$ cat config.mk
export PLATFORM = sky130hd
export DESIGN_NAME = byte_sequence_stripper_flat
export DESIGN_NICKNAME = d
export VERILOG_FILES = /design/src/sv/bss_pkg.sv /design/src/sv/bss_req_if.sv /design/src/sv/bss_rsp_if.sv /design/src/sv/bss_csr_if.sv /design/src/sv/bss_csr.sv /design/src/sv/bss_window.sv /design/src/sv/bss_drain.sv /design/src/sv/byte_sequence_stripper.sv /design/src/flat_wrapper.sv
export SDC_FILE = /design/constraint.sdc
export NUM_CORES = 1
export LEC_CHECK = 0
export ABC_AREA = 1
export BUFFER_PORTS_ARGS = -buffer_cell sky130_fd_sc_hd__buf_2
export CORE_MARGIN = 5
export CORE_UTILIZATION = 59
export CTS_CLUSTER_DIAMETER = 30
export DETAILED_ROUTE_END_ITERATION = 12
export PLACE_DENSITY = 0.78
export SETUP_SLACK_MARGIN = 0.1
export SLEW_MARGIN = 20
export SYNTH_ARGS = -nofsm -noshare
export SYNTH_HDL_FRONTEND = slang
export SYNTH_HIERARCHICAL = 1
export SYNTH_SLANG_ARGS = --single-unit
$ cat constraint.sdc
create_clock -name clock -period 9.87 [get_ports clock]
set_input_delay 1.4805 -clock clock [delete_from_list [all_inputs] [get_ports clock]]
set_output_delay 1.4805 -clock clock [all_outputs]
set_load 0.01 [all_outputs]
$ cat src/sv/bss_pkg.sv
// Shared types and constants of the byte sequence stripper.
package bss_pkg;

   localparam int MAX_PATTERN = 8;
   localparam int FILL_W      = $clog2(MAX_PATTERN + 1);
   localparam int IDX_W       = $clog2(MAX_PATTERN);
   localparam int PATTERN_W   = 8 * MAX_PATTERN;

   // register indexes of the configuration port
   localparam logic CSR_PATTERN = 1'b0;
   localparam logic CSR_LENGTH  = 1'b1;

   typedef logic [7:0] byte_type;

   typedef struct packed {
      logic [PATTERN_W-1:0] pattern;
      logic [FILL_W-1:0]    length;    // effective length, 1 to MAX_PATTERN
   } cfg_type;

   // bytes leaving the window for one input word, slot 0 newest
   typedef struct packed {
      logic [MAX_PATTERN-1:0]           mask;
      logic [MAX_PATTERN-1:0][7:0]      bytes;
      logic                             end_flag;
      logic                             marker;
   } batch_type;

endpackage

$ cat src/sv/bss_req_if.sv
// Input channel: one byte of the string per word.
interface bss_req_if;
   logic       valid;
   logic       ready;
   logic [7:0] data_byte;
   logic       end_of_input;

   modport source (output valid, data_byte, end_of_input, input ready);
   modport sink (input valid, data_byte, end_of_input, output ready);
endinterface

$ cat src/sv/bss_rsp_if.sv
// Result channel: one kept byte or an empty end marker per word.
interface bss_rsp_if;
   logic       valid;
   logic       ready;
   logic [7:0] out_byte;
   logic       byte_valid;
   logic       end_of_output;
   logic       run_last;

   modport source (output valid, out_byte, byte_valid, end_of_output, run_last,
                   input ready);
   modport sink (input valid, out_byte, byte_valid, end_of_output, run_last,
                 output ready);
endinterface

$ cat src/sv/bss_csr_if.sv
// Configuration write channel: register index and write data.
interface bss_csr_if;
   logic        valid;
   logic        ready;
   logic        index;
   logic [63:0] data;

   modport source (output valid, index, data, input ready);
   modport sink (input valid, index, data, output ready);
endinterface

$ cat src/sv/bss_csr.sv
// Configuration registers and the clamped pattern length.
module bss_csr (
   input  logic          clock,
   input  logic          reset,
   bss_csr_if.sink       csr_bus,
   output bss_pkg::cfg_type cfg
);
   import bss_pkg::*;

   logic [PATTERN_W-1:0] pattern_ff, pattern_in;
   logic [3:0]           length_ff, length_in;

   assign csr_bus.ready = 1'b1;

   always_comb begin
      pattern_in = pattern_ff;
      length_in  = length_ff;
      if (csr_bus.valid) begin
         unique case (csr_bus.index)
            CSR_PATTERN: pattern_in = csr_bus.data[PATTERN_W-1:0];
            CSR_LENGTH:  length_in  = csr_bus.data[3:0];
         endcase
      end
   end

   always_ff @(posedge clock) begin
      if (reset) begin
         pattern_ff <= '0;
         length_ff  <= 4'd1;
      end else begin
         pattern_ff <= pattern_in;
         length_ff  <= length_in;
      end
   end

   // zero acts as one, anything above the window depth as the depth
   always_comb begin
      cfg.pattern = pattern_ff;
      if (length_ff == 4'd0) begin
         cfg.length = FILL_W'(1);
      end else if ({1'b0, length_ff} > 5'(MAX_PATTERN)) begin
         cfg.length = FILL_W'(MAX_PATTERN);
      end else begin
         cfg.length = FILL_W'(length_ff);
      end
   end

endmodule

$ cat src/sv/bss_window.sv
// Match window: inserts a byte, marks matches and picks the bytes it releases.
module bss_window (
   input  logic               clock,
   input  logic               reset,
   input  bss_pkg::cfg_type   cfg,
   input  logic               accept,
   input  logic [7:0]         data_byte,
   input  logic               end_of_input,
   output bss_pkg::batch_type batch
);
   import bss_pkg::*;

   // slot 0 holds the newest byte
   byte_type [MAX_PATTERN-1:0] win_ff, win_s;
   logic [MAX_PATTERN-1:0]     marks_ff, marks_in, marks_s, marks_h;
   logic [FILL_W-1:0]          fill_ff, fill_in, fill_s, keep;
   logic [MAX_PATTERN-1:0]     cmp_ok, emit;
   logic [IDX_W-1:0]           pidx [MAX_PATTERN];
   logic                       hit;

   always_comb begin
      win_s[0]   = data_byte;
      marks_s[0] = 1'b0;
      for (int i = 1; i < MAX_PATTERN; i++) begin
         win_s[i]   = win_ff[i-1];
         marks_s[i] = marks_ff[i-1];
      end
      fill_s = fill_ff + FILL_W'(1);

      // newest byte lines up with the last pattern byte
      for (int j = 0; j < MAX_PATTERN; j++) begin
         pidx[j]   = IDX_W'(cfg.length - FILL_W'(1) - FILL_W'(j));
         cmp_ok[j] = (FILL_W'(j) >= cfg.length) ||
                     (win_s[j] == cfg.pattern[pidx[j]*8 +: 8]);
      end
      hit = (fill_s >= cfg.length) && (&cmp_ok);

      keep = end_of_input ? FILL_W'(0) : cfg.length - FILL_W'(1);

      for (int i = 0; i < MAX_PATTERN; i++) begin
         marks_h[i]  = marks_s[i] | (hit && (FILL_W'(i) < cfg.length));
         emit[i]     = (FILL_W'(i) < fill_s) && (FILL_W'(i) >= keep) &&
                       !marks_h[i] && (win_s[i] != 8'd0);
         marks_in[i] = marks_h[i] && (FILL_W'(i) < keep);
      end
      fill_in = (fill_s < keep) ? fill_s : keep;

      batch.mask     = emit;
      batch.bytes    = win_s;
      batch.end_flag = end_of_input;
      batch.marker   = end_of_input && (emit == '0);
   end

   always_ff @(posedge clock) begin
      if (reset) begin
         marks_ff <= '0;
         fill_ff  <= '0;
      end else if (accept) begin
         marks_ff <= marks_in;
         fill_ff  <= fill_in;
      end
   end

   always_ff @(posedge clock) begin
      if (accept) begin
         win_ff <= win_s;
      end
   end

endmodule

$ cat src/sv/bss_drain.sv
// Result register: holds released bytes and hands them out oldest first.
module bss_drain (
   input  logic               clock,
   input  logic               reset,
   input  logic               load,
   input  bss_pkg::batch_type batch,
   bss_rsp_if.source          rsp_bus,
   output logic               free
);
   import bss_pkg::*;

   logic [MAX_PATTERN-1:0]     mask_ff, mask_in, sel_oh, rest;
   byte_type [MAX_PATTERN-1:0] bytes_ff;
   logic                       end_ff;
   logic                       marker_ff, marker_in;
   logic [IDX_W-1:0]           sel;
   logic                       batch_last, pop;

   // oldest pending byte sits in the highest set slot
   always_comb begin
      sel = '0;
      for (int i = 0; i < MAX_PATTERN; i++) begin
         if (mask_ff[i]) begin
            sel = IDX_W'(i);
         end
      end
      sel_oh     = MAX_PATTERN'(1) << sel;
      rest       = mask_ff & ~sel_oh;
      batch_last = marker_ff || (rest == '0);
   end

   assign rsp_bus.valid         = (|mask_ff) || marker_ff;
   assign rsp_bus.out_byte      = marker_ff ? 8'd0 : bytes_ff[sel];
   assign rsp_bus.byte_valid    = !marker_ff;
   assign rsp_bus.run_last      = batch_last;
   assign rsp_bus.end_of_output = end_ff && batch_last;

   assign pop  = rsp_bus.valid && rsp_bus.ready;
   assign free = !rsp_bus.valid || (pop && batch_last);

   always_comb begin
      mask_in   = mask_ff;
      marker_in = marker_ff;
      if (load) begin
         mask_in   = batch.mask;
         marker_in = batch.marker;
      end else if (pop) begin
         mask_in   = rest;
         marker_in = 1'b0;
      end
   end

   always_ff @(posedge clock) begin
      if (reset) begin
         mask_ff   <= '0;
         marker_ff <= 1'b0;
      end else begin
         mask_ff   <= mask_in;
         marker_ff <= marker_in;
      end
   end

   always_ff @(posedge clock) begin
      if (load) begin
         bytes_ff <= batch.bytes;
         end_ff   <= batch.end_flag;
      end
   end

endmodule

$ cat src/sv/byte_sequence_stripper.sv
// Byte sequence stripper: removes a configured byte pattern from a byte stream.
//
// Each accepted byte enters a window of the last pattern_length bytes, matches of
// the pattern mark their bytes for removal, and bytes that no later match can cover
// move to the result register in the same cycle; zero bytes are matched but never
// output. A result is registered and appears in the cycle after the byte that
// releases it. While every byte releases at most one result and the output is not
// stalled, the block takes one byte per cycle. A byte that releases n results (the
// final byte of a string, or the first byte after the length is shortened) stalls
// the input until the result register has handed out the last of them, one word
// per cycle; a final byte that leaves nothing gives one empty end marker. There is
// no clearing pass after reset. Write the registers only while the block is idle.
module byte_sequence_stripper (
   input  logic      clock,
   input  logic      reset,
   bss_req_if.sink   req_bus,
   bss_rsp_if.source rsp_bus,
   bss_csr_if.sink   csr_bus
);
   import bss_pkg::*;

   cfg_type   cfg;
   batch_type batch;
   logic      accept;
   logic      free;

   assign req_bus.ready = free;
   assign accept        = req_bus.valid && free;

   bss_csr u_csr (
      .clock   (clock),
      .reset   (reset),
      .csr_bus (csr_bus),
      .cfg     (cfg)
   );

   bss_window u_window (
      .clock        (clock),
      .reset        (reset),
      .cfg          (cfg),
      .accept       (accept),
      .data_byte    (req_bus.data_byte),
      .end_of_input (req_bus.end_of_input),
      .batch        (batch)
   );

   bss_drain u_drain (
      .clock   (clock),
      .reset   (reset),
      .load    (accept),
      .batch   (batch),
      .rsp_bus (rsp_bus),
      .free    (free)
   );

endmodule

$ cat src/flat_wrapper.sv
// flat-port wrapper written by rule: the top's interface ports become plain ports
module byte_sequence_stripper_flat import bss_pkg::*;
  (clock, reset, req_bus_valid, req_bus_data_byte, req_bus_end_of_input, req_bus_ready, rsp_bus_valid, rsp_bus_out_byte, rsp_bus_byte_valid, rsp_bus_end_of_output, rsp_bus_run_last, rsp_bus_ready, csr_bus_valid, csr_bus_index, csr_bus_data, csr_bus_ready);
  bss_req_if req_bus_i ();
  bss_rsp_if rsp_bus_i ();
  bss_csr_if csr_bus_i ();
  input  logic clock;
  input  logic reset;
  input wire logic [$bits(req_bus_i.valid)-1:0] req_bus_valid;
  input wire logic [$bits(req_bus_i.data_byte)-1:0] req_bus_data_byte;
  input wire logic [$bits(req_bus_i.end_of_input)-1:0] req_bus_end_of_input;
  output wire logic [$bits(req_bus_i.ready)-1:0] req_bus_ready;
  output wire logic [$bits(rsp_bus_i.valid)-1:0] rsp_bus_valid;
  output wire logic [$bits(rsp_bus_i.out_byte)-1:0] rsp_bus_out_byte;
  output wire logic [$bits(rsp_bus_i.byte_valid)-1:0] rsp_bus_byte_valid;
  output wire logic [$bits(rsp_bus_i.end_of_output)-1:0] rsp_bus_end_of_output;
  output wire logic [$bits(rsp_bus_i.run_last)-1:0] rsp_bus_run_last;
  input wire logic [$bits(rsp_bus_i.ready)-1:0] rsp_bus_ready;
  input wire logic [$bits(csr_bus_i.valid)-1:0] csr_bus_valid;
  input wire logic [$bits(csr_bus_i.index)-1:0] csr_bus_index;
  input wire logic [$bits(csr_bus_i.data)-1:0] csr_bus_data;
  output wire logic [$bits(csr_bus_i.ready)-1:0] csr_bus_ready;
  assign req_bus_i.valid = req_bus_valid;
  assign req_bus_i.data_byte = req_bus_data_byte;
  assign req_bus_i.end_of_input = req_bus_end_of_input;
  assign req_bus_ready = req_bus_i.ready;
  assign rsp_bus_valid = rsp_bus_i.valid;
  assign rsp_bus_out_byte = rsp_bus_i.out_byte;
  assign rsp_bus_byte_valid = rsp_bus_i.byte_valid;
  assign rsp_bus_end_of_output = rsp_bus_i.end_of_output;
  assign rsp_bus_run_last = rsp_bus_i.run_last;
  assign rsp_bus_i.ready = rsp_bus_ready;
  assign csr_bus_i.valid = csr_bus_valid;
  assign csr_bus_i.index = csr_bus_index;
  assign csr_bus_i.data = csr_bus_data;
  assign csr_bus_ready = csr_bus_i.ready;
  byte_sequence_stripper u_core (.clock(clock), .reset(reset), .req_bus(req_bus_i), .rsp_bus(rsp_bus_i), .csr_bus(csr_bus_i));
endmodule
==> impl_metrics.py, run 1 <==
metrics = {
    "critical_path": {
        "worstSetupStartpointType": "flip-flop",
        "critPathSlowestCell": "nand2_2",
        "critPathKind": "flip-flop to flip-flop",
        "cp_common_cell": "nand2_1",
        "critPathMaxFanout": 75,
        "cp.required_ps": 10330,
        "critPathCaptureType": "flip-flop",
        "slowest_delay_ps": 600,
        "cp-startpoint": "u_core/u_csr/length_ff[3]$_SDFFE_PP0P_",
        "r2r-start": "u_core/u_csr/length_ff[3]$_SDFFE_PP0P_",
        "cp.arrival_ps": 5790,
    },
    "floorplan": {
        "initial_core_util_pct": 60.4,
        "chipHeight_um": 160,
        "row_count": 54,
        "fp.dieArea_mm2": 0.0256,
        "io_pins": 93,
        "core_mm2": 0.0220,
        "fp.dieW_um": 160,
    },
    "route": {
        "drc_errors": 0,
        "vias_per_cell": 5.52,
        "drt.antenna.violating_nets": 0,
        "drt-pass1-iter-count": 6,
        "drtIter0Drc": 1480,
        "routed_wl_um": 39400,
        "num_vias": 12800,
        "wl_per_cell_um": 17.0,
    },
    "timing": {
        "drv_slew": 0,
        "finalClockSkew_ps": 24.7,
        "period_share_pct": 54.0,
        "fin_ws_ps": 4540,
        "fin_crit_ps": 5330,
        "fmax_mhz": 188,
        "grt_setup_unrepaired": "false",
        "setup_viol": 0,
        "setup_tns_ps": 0,
        "hold_viol": 0,
        "relSlewSlack_pct": 39.6,
        "worst_pin_slew_ps": 898,
        "holdWs_ps": 464,
    },
    "global_routing": {
        "track_usage_pct": 30.2,
        "grt-ovfl-total": 0,
        "grt_max_degree": 78,
        "grt_pass1_vias": 11400,
        "antenna_found_initial": 0,
        "grt_pass1_wl_um": 62300,
    },
    "clocking": {
        "cts_made_buffers": 38,
        "cts_buffer_depth": 3,
        "clockRootBuffer": "clkbuf_16",
        "cts_setup_buffers": 0,
        "cts_tree": "yes",
        "cts.repair.resized": 0,
        "hold_buffers": 0,
        "cts.sinks": 209,
        "clock_latency_ps": 520,
        "htreeDepth": 2,
        "clk_pin_slew_ps": 50,
    },
    "logic_synthesis": {
        "synth.area.top_cells": "edfxtp_1, nand2_1, dfxtp_1",
        "synth_edf_count": 121,
        "ys_seq_elements": 209,
        "async_reset_ff_share_pct": 0,
        "synth_top_area_cell": "edfxtp_1",
        "netlist_area_mm2": 0.0133,
        "syn_nets": 2065,
        "syn_inst": 1970,
        "yosysTopAreaCellShare_pct": 27.4,
        "synthDistinctLibCells": 39,
        "ys_seq_area_share_pct": 40.7,
        "avgSynthCellArea_um2": 6.73,
        "synth_ff_type": "edfxtp_1",
        "yosysWarningCount": 6,
    },
    "final_layout": {
        "drive_above_1_share_pct": 10.4,
        "layout.cells.non_filler": 2327,
        "n_antenna_cell": 0,
        "layout_common_cells": "nand2_1, nand3_1, inv_1, nor2_1, edfxtp_1",
        "fin_util_pct": 67.5,
        "fin_nets": 2112,
        "areaGrowthSynthToFinish_pct": 11.8,
        "final_common_cell": "nand2_1",
    },
    "min_path": {
        "holdCritPathClass": "flip-flop to flip-flop",
        "hp-start": "u_core/u_window/marks_ff[3]$_SDFFE_PP0P_",
    },
    "place": {
        "portBuffers": 91,
        "place_hpwl_um": 29000,
        "dp_cells": 2257,
        "place_congestion": 0.997,
        "dp_slack_ps": 4650,
    },
    "pwr": {
        "ir_drop_uv": 189,
        "p_sw_share_pct": 41.7,
        "internal_power_uw": 2710,
        "clkPwrFrac_pct": 27.4,
        "power_density_mw_per_mm2": 314,
        "p_seq_share_pct": 35.6,
        "p_sw_uw": 1940,
        "comb_power_share_pct": 37.1,
        "leakagePower_uw": 0.00722,
    },
    "flow_run": {
        "max_cap_viol_count": 0,
    },
    "status": {
        "status": "completed",
    },
}
-- cell families after synthesis --
| logic type | count (synthesis) | synth area share (%) |
|---|---|---|
| AND/OR/NAND/NOR | 1278 | 40.5 |
| buffers and inverters | 337 | 11.5 |
| flip-flops | 209 | 40.7 |
| AO/OA/AOI/OAI | 120 | 5.23 |
| adder cells (fa/ha/maj) | 16 | 1.51 |
| XOR/XNOR | 9 | 0.594 |
| other | 1 | 0.0283 |
-- cell type report --
cell class | instances | area [µm²]
clock inverters | 26 | 272
repair buffers | 102 | 538
clock buffers | 44 | 1000
well taps | 280 | 350
flip-flops and latches | 209 | 5400
inverters | 242 | 913
fillers | 1888 | 7130
multi-input cells | 1424 | 6360
-- critical path: cells and delay by family (launching register included) --
| kind | cells | cell delay (ps) |
|---|---|---|
| AO/OA/AOI/OAI | 1 | 140 |
| adder cells (fa/ha/maj) | 1 | 370 |
| buffers and inverters | 4 | 1410 |
| flip-flops | 1 | 590 |
| AND/OR/NAND/NOR | 22 | 2770 |
-- metal layers --
layer | track usage [%] | share of wire [%] | vias to the layer above
li1 | - | - | 6370
met1 | 43.9 | 44 | 5789
met2 | 46.3 | 44 | 619
met3 | 5.41 | 9.7 | 63
met4 | 9.19 | 2.7 | 0
met5 | 0 | 0 | -
-- state kept, by name, summed over array words and instances, names as in the netlist --
| name | flops |
|---|---|
| u_core/u_drain/mask_ff | 8 |
| u_core/u_csr/pattern_ff | 64 |
| u_core/u_window/fill_ff | 4 |
| u_core/u_csr/length_ff | 4 |
| u_core/u_window/marks_ff | 7 |
| u_core/u_drain/marker_ff | 1 |
| u_core/u_drain/bytes_ff | 64 |
| u_core/u_window/batch | 56 |
| u_core/u_drain/end_ff | 1 |
-- cells in the mapped netlist, types with 2 or more instances --
cell type	n
nor2_1	210
buf_1	7
inv_1	231
ha_1	16
nor2_4	6
xnor2_1	5
clkinv_1	2
o21ai_0	39
xor2_1	4
inv_2	8
clkbuf_1	11
edfxtp_1	121
nand2_1	708
nand3b_1	8
nand2_2	18
buf_4	31
a21oi_1	32
a311oi_1	4
or2_2	7
nand4_1	11
buf_6	13
buf_2	32
o21ai_1	13
dfxtp_1	88
a31oi_1	9
nor3_1	6
o211ai_1	18
nor4_1	9
nand3_1	293
-- final timing paths --
| path | endpoint | slack [ps] | cells past startpoint |
|---|---|---|---|
| max | u_core/u_drain/marker_ff$_SDFFE_PP0P_ | 4540 | 28 |
| max reg2reg | u_core/u_drain/marker_ff$_SDFFE_PP0P_ | 4540 | 28 |
| min | u_core/u_window/marks_ff[3]$_SDFFE_PP0P_ | 460 | 2 |
| min reg2reg | u_core/u_window/marks_ff[3]$_SDFFE_PP0P_ | 460 | 2 |
-- power groups by stage --
| stage | combinational [µW] | clock, µW | sequential, µW |
|---|---|---|---|
| after global routing | 1920 | 1340 | 1690 |
| after detailed placement | 1690 | 0 | 1660 |
| final | 1720 | 1270 | 1650 |
| after CTS | 1700 | 1290 | 1650 |
| after floorplan | 1270 | 0 | 1550 |
| after global placement | 1660 | 0 | 1640 |
-- stage by stage --
step	instance area [µm²]	power [µW]
after global placement	13600	3300
after floorplan	13300	2820
after global routing	14800	4950
after detailed placement	13600	3350
after CTS	14800	4640
final	14800	4650
Power figures use the tool's default switching activity.
==> run 2: changes to the inputs <==
- CORE_UTILIZATION: 59 -> 56
- clock period: 9.87 -> 4.3 ns (I/O delays scaled with it)
==> impl_metrics.py, run 2 (synthesis gave the netlist of run 1 again) <==
metrics = {
    "critical_path": {
        "reg2reg_to": "u_core/u_drain/marker_ff$_SDFFE_PP0P_",
        "cp-startpoint": "u_core/u_csr/length_ff[3]$_SDFFE_PP0P_",
        "r2r-start": "u_core/u_csr/length_ff[3]$_SDFFE_PP0P_",
        "worstSetupStartpointType": "flip-flop",
        "r2r_cells": 25,
        "rrSetupSlack_ps": 430,
        "critPathMaxFanout": 40,
        "cp.required_ps": 4740,
        "cp.arrival_ps": 4310,
        "critPathKind": "flip-flop to flip-flop",
        "critPathCaptureType": "flip-flop",
    },
    "final_layout": {
        "layout_common_cells": "nand2_1, nand3_1, inv_1, nor2_1, edfxtp_1",
        "n_antenna_cell": 0,
        "drive_above_1_share_pct": 10.7,
        "areaGrowthSynthToFinish_pct": 13.8,
        "final_common_cell": "nand2_1",
        "layout.cells.non_filler": 2371,
        "fin_nets": 2119,
    },
    "route": {
        "drt.antenna.violating_nets": 0,
        "num_vias": 12900,
        "wl_per_cell_um": 17.0,
        "drtIter0Drc": 1304,
        "vias_per_cell": 5.45,
        "drc_errors": 0,
        "routed_wl_um": 40400,
        "drt-pass1-iter-count": 9,
    },
    "clocking": {
        "cts_setup_buffers": 0,
        "cts_buffer_depth": 3,
        "cts.repair.resized": 0,
        "cts_tree": "yes",
        "hold_buffers": 0,
        "clk_pin_slew_ps": 50,
        "clockRootBuffer": "clkbuf_16",
        "clock_latency_ps": 520,
        "cts.sinks": 209,
        "htreeDepth": 2,
        "cts_made_buffers": 39,
    },
    "place": {
        "place_hpwl_um": 30200,
        "portBuffers": 91,
        "place_congestion": 1.00,
        "dp_cells": 2302,
    },
    "global_routing": {
        "antenna_found_initial": 0,
        "track_usage_pct": 29.8,
        "grt-busiest-layer": "met2",
        "grt_pass1_vias": 11400,
        "grt_pass1_wl_um": 62100,
        "grt-ovfl-total": 0,
        "grt_use_met3_pct": 4.82,
        "use_met2_pct": 46.5,
        "grt_use_met1_pct": 42.4,
        "grt_max_degree": 118,
    },
    "timing": {
        "drv_slew": 0,
        "worst_pin_slew_ps": 1000,
        "relSlewSlack_pct": 33.1,
        "hold_viol": 0,
        "fmax_mhz": 258,
        "fin_crit_ps": 3870,
        "grt_setup_unrepaired": "false",
        "period_share_pct": 90.1,
        "finalClockSkew_ps": 21.5,
        "setup_viol": 0,
        "setup_tns_ps": 0,
        "holdWs_ps": 374,
    },
    "flow_run": {
        "max_cap_viol_count": 0,
    },
    "pwr": {
        "ir_drop_uv": 1040,
        "leakagePower_uw": 0.00733,
        "power_uw": 11000,
        "power_density_mw_per_mm2": 727,
    },
    "floorplan": {
        "io_pins": 93,
        "fp.dieArea_mm2": 0.0269,
        "chipHeight_um": 164,
        "core_mm2": 0.0234,
        "initial_core_util_pct": 56.7,
        "row_count": 56,
        "fp.dieW_um": 164,
    },
    "min_path": {
        "whs_path_depth": 3,
        "holdCritPathClass": "primary input to flip-flop",
        "hold_path_end": "u_core/u_csr/length_ff[0]$_SDFFE_PP1P_",
        "hp-start": "csr_bus_data[0]",
    },
    "status": {
        "status": "completed",
    },
}
[run 2: changes by cell type in the layout (fill, tap and decap cells not counted), moves of 2 or more]
cell | previous run | this run
clkinv_2 | 2 | 4
clkbuf_16 | 39 | 41
nand2_4 | 1 | 3
clkinvlp_4 | 5 | 3
buf_12 | 0 | 5
inv_6 | 9 | 5
bufinv_16 | 2 | 6
nand2_2 | 19 | 16
[run 2: how the worst max path moves through the flow]
stage | end | slack [ps] | depth (start not counted)
2_1_floorplan | u_core/u_drain/mask_ff[3]$_SDFFE_PP0P_ | 400 | 15
3_3_place_gp | u_core/u_drain/marker_ff$_SDFFE_PP0P_ | 580 | 27
3_5_place_dp | u_core/u_drain/marker_ff$_SDFFE_PP0P_ | 460 | 25
4_1_cts | u_core/u_drain/marker_ff$_SDFFE_PP0P_ | 410 | 25
5_1_grt | u_core/u_drain/marker_ff$_SDFFE_PP0P_ | 110 | 28
6_report | u_core/u_drain/marker_ff$_SDFFE_PP0P_ | 430 | 25
[run 2: layer usage]
| metal | part of all wire (%) | wire length [µm] | vias to the layer above |
|---|---|---|---|
| li1 | - | - | 6377 |
| met2 | 44 | 17900 | 534 |
| met5 | 0 | 0 | - |
| met1 | 44 | 18000 | 5919 |
| met3 | 7.8 | 3160 | 84 |
| met4 | 3.5 | 1410 | 0 |
[run 2: report_power, final]
group,total (µW),internal (µW),switching [µW]
registers,3800,3160,639
logic,4010,1270,2750
clock network,3170,2130,1040
total,11000,6560,4430
[run 2: area by class of cell]
type                            count  area [µm²]
Tap cell                          319         399
Timing Repair Buffer              108         646
Clock inverter                     22         310
Sequential cell                   209        5400
Inverter                          242         915
Multi-Input combinational cell   1424        6370
Clock buffer                       47        1060
Fill cell                        2148        8310
[run 2: per-stage QoR]
stage | instance area [µm²] | utilization, % | setup WS (ps)
floorplan | 13300 | - | 396
global placement | 13700 | 58.6 | 577
detailed placement | 13700 | 58.6 | 462
CTS | 15100 | 64.4 | 407
global route | 15100 | 64.5 | 113
finish | 15100 | 64.5 | 426
[run 2: worst max-delay path: stages (launching register included)]
cell and delay, ps:
dfxtp_1 360, nor2_2 290, inv_1 180, ha_1 340, inv_1 200, nand2_1 120, nand2_2 100, buf_12 210
nand3_1 150, nand3_1 150, nand2_1 80, nand2_1 80, nand3_1 160, nor2_1 130, nand2_1 60, nand2_1 50
nand3_1 120, nor2_4 280, nand3_2 130, nand2_1 100, inv_2 40, nor2_1 90, nand2_1 60, nor2_1 90
nand2_1 60, a21oi_1 140
==> run 3: changes to the inputs <==
- clock period: 4.3 -> 3.35 ns (I/O delays scaled with it)
==> impl_metrics.py, run 3 (synthesis gave the netlist of run 1 again) <==
metrics = {
    "clocking": {
        "cts.sinks": 209,
        "hold_buffers": 0,
        "cts_made_buffers": 39,
        "htreeDepth": 2,
        "clockRootBuffer": "clkbuf_16",
        "cts_tree": "yes",
        "cts_buffer_depth": 3,
        "clk_pin_slew_ps": 50,
        "clock_latency_ps": 520,
    },
    "critical_path": {
        "cp.required_ps": 3800,
        "critPathKind": "flip-flop to flip-flop",
        "critPathCaptureType": "flip-flop",
        "cp.arrival_ps": 3730,
        "cp_common_cell": "nand2_1",
        "slowest_delay_ps": 320,
        "critPathSlowestCell": "dfxtp_2",
        "worstSetupStartpointType": "flip-flop",
        "critPathMaxFanout": 8,
    },
    "final_layout": {
        "areaGrowthSynthToFinish_pct": 22.5,
        "n_fill_cell": 2036,
        "n_antenna_cell": 0,
        "layout.cells.non_filler": 2446,
        "layout_common_cells": "nand2_1, nand3_1, inv_1, nor2_1, edfxtp_1",
        "final_common_cell": "nand2_1",
        "drive_above_1_share_pct": 17.9,
        "fin_nets": 2193,
    },
    "floorplan": {
        "fp.dieW_um": 164,
        "fp.dieArea_mm2": 0.0269,
        "row_count": 56,
        "core_mm2": 0.0234,
        "io_pins": 93,
        "initial_core_util_pct": 56.7,
        "chipHeight_um": 164,
    },
    "route": {
        "routed_wl_um": 41600,
        "drt-pass1-iter-count": 6,
        "drtIter0Drc": 1657,
        "drc_errors": 0,
        "drt.antenna.violating_nets": 0,
        "wl_per_cell_um": 17.0,
        "vias_per_cell": 5.48,
        "num_vias": 13400,
    },
    "place": {
        "dp_cells": 2360,
        "place_hpwl_um": 30000,
        "portBuffers": 91,
        "dp_slack_ps": -162,
        "place_congestion": 1.02,
    },
    "global_routing": {
        "grt_pass1_vias": 11800,
        "track_usage_pct": 30.0,
        "grt_max_degree": 110,
        "antenna_found_initial": 0,
        "grt-ovfl-total": 0,
        "grt_pass1_wl_um": 63300,
    },
    "pwr": {
        "clkPwrFrac_pct": 27.1,
        "p_sw_uw": 5940,
        "leakagePower_uw": 0.00784,
        "power_density_mw_per_mm2": 896,
        "p_seq_share_pct": 33.4,
        "power_uw": 14600,
        "comb_power_share_pct": 39.5,
        "ir_drop_uv": 1530,
        "p_sw_share_pct": 40.8,
        "internal_power_uw": 8620,
    },
    "timing": {
        "hold_viol": 0,
        "drv_slew": 0,
        "worst_pin_slew_ps": 875,
        "fin_ws_ps": 67.7,
        "setup_viol": 0,
        "fin_crit_ps": 3280,
        "fmax_mhz": 305,
        "finalClockSkew_ps": 11.3,
        "grt_setup_unrepaired": "true",
        "period_share_pct": 98.0,
        "relSlewSlack_pct": 41.1,
        "holdWs_ps": 223,
    },
    "status": {
        "status": "completed",
    },
    "min_path": {
        "holdCritPathClass": "primary input to flip-flop",
    },
    "flow_run": {
        "max_cap_viol_count": 0,
    },
}
run 3: cell count changes in the layout (fill, tap and decap cells not counted), moves of 8 or more:
| cell | change |
|---|---|
| buf_4 | +50 |
| buf_6 | +9 |
| inv_1 | -9 |
| inv_2 | +8 |
| nand2_1 | -37 |
| nand2_2 | +26 |
| nand2_4 | +9 |
| nand3_1 | -29 |
| nand3_2 | +28 |
run 3: power by group through the flow:
stage               Sequential [µW]  Clock, µW  Combinational (µW)
floorplan                      4540          0                3780
global placement               4830          0                5210
detailed placement             4860          0                5300
CTS                            4830       3990                5510
global route                   4950       4130                6320
finish                         4850       3950                5750
run 3: per-stage QoR:
step                      area [µm²]  TNS, ps  utilization (%)
after detailed placement       14200     -644             60.6
final                          16200        0             69.4
after global routing           16200     -161             69.4
after global placement         14200     -115             60.6
after CTS                      15900        0             67.8
after floorplan                13300   -31780                -
run 3: repair_timing:
| action | 4_1_cts | 5_1_grt |
|---|---|---|
| gates resized for setup | 54 | 71 |
| endpoints found under the setup margin | 16 | 16 |
| cloned | 4 | 4 |
| buffers inserted | 3 | 5 |
| pin swaps | 13 | 14 |
run 3: critical path: cells and delay by family, from the launching register on:
family	cells	cell delay, ps
DFF	1	320
buffers and inverters	5	480
AOI/OAI and AO/OA	2	170
adders and majority gates	1	310
and+or+nand+nor	21	1940
run 3: cell type report:
| cell class | instances | area (µm²) | area share [%] |
|---|---|---|---|
| Inverter | 242 | 917 | 5.64 |
| Multi-Input combinational cell | 1425 | 6760 | 41.6 |
| Sequential cell | 209 | 5400 | 33.2 |
| Tap cell | 319 | 399 | 2.46 |
| Clock inverter | 25 | 328 | 2.02 |
| Clock buffer | 45 | 1010 | 6.21 |
| Timing Repair Buffer | 181 | 1440 | 8.83 |
run 3: worst paths after layout:
| path | end | depth (start not counted) | startpoint | slack (ps) |
|---|---|---|---|---|
| setup reg to reg | u_core/u_drain/marker_ff$_SDFFE_PP0P_ | 29 | u_core/u_csr/length_ff[1]$_SDFFE_PP0P_ | 70 |
| hold reg to reg | u_core/u_window/marks_ff[5]$_SDFFE_PP0P_ | 2 | u_core/u_window/marks_ff[5]$_SDFFE_PP0P_ | 450 |
| setup / recovery | u_core/u_drain/marker_ff$_SDFFE_PP0P_ | 29 | u_core/u_csr/length_ff[1]$_SDFFE_PP0P_ | 70 |
| hold / removal | u_core/u_csr/length_ff[0]$_SDFFE_PP1P_ | 3 | csr_bus_data[0] | 220 |
run 3: layer usage:
layer	global-route usage [%]	routed length, µm	part of all wire (%)	vias up
li1	-	-	-	6540
met1	42.4	17700	43	6054
met2	47.4	18500	44	721
met3	4.59	3820	9.2	100
met4	10.2	1530	3.7	0
met5	0	0	0	-
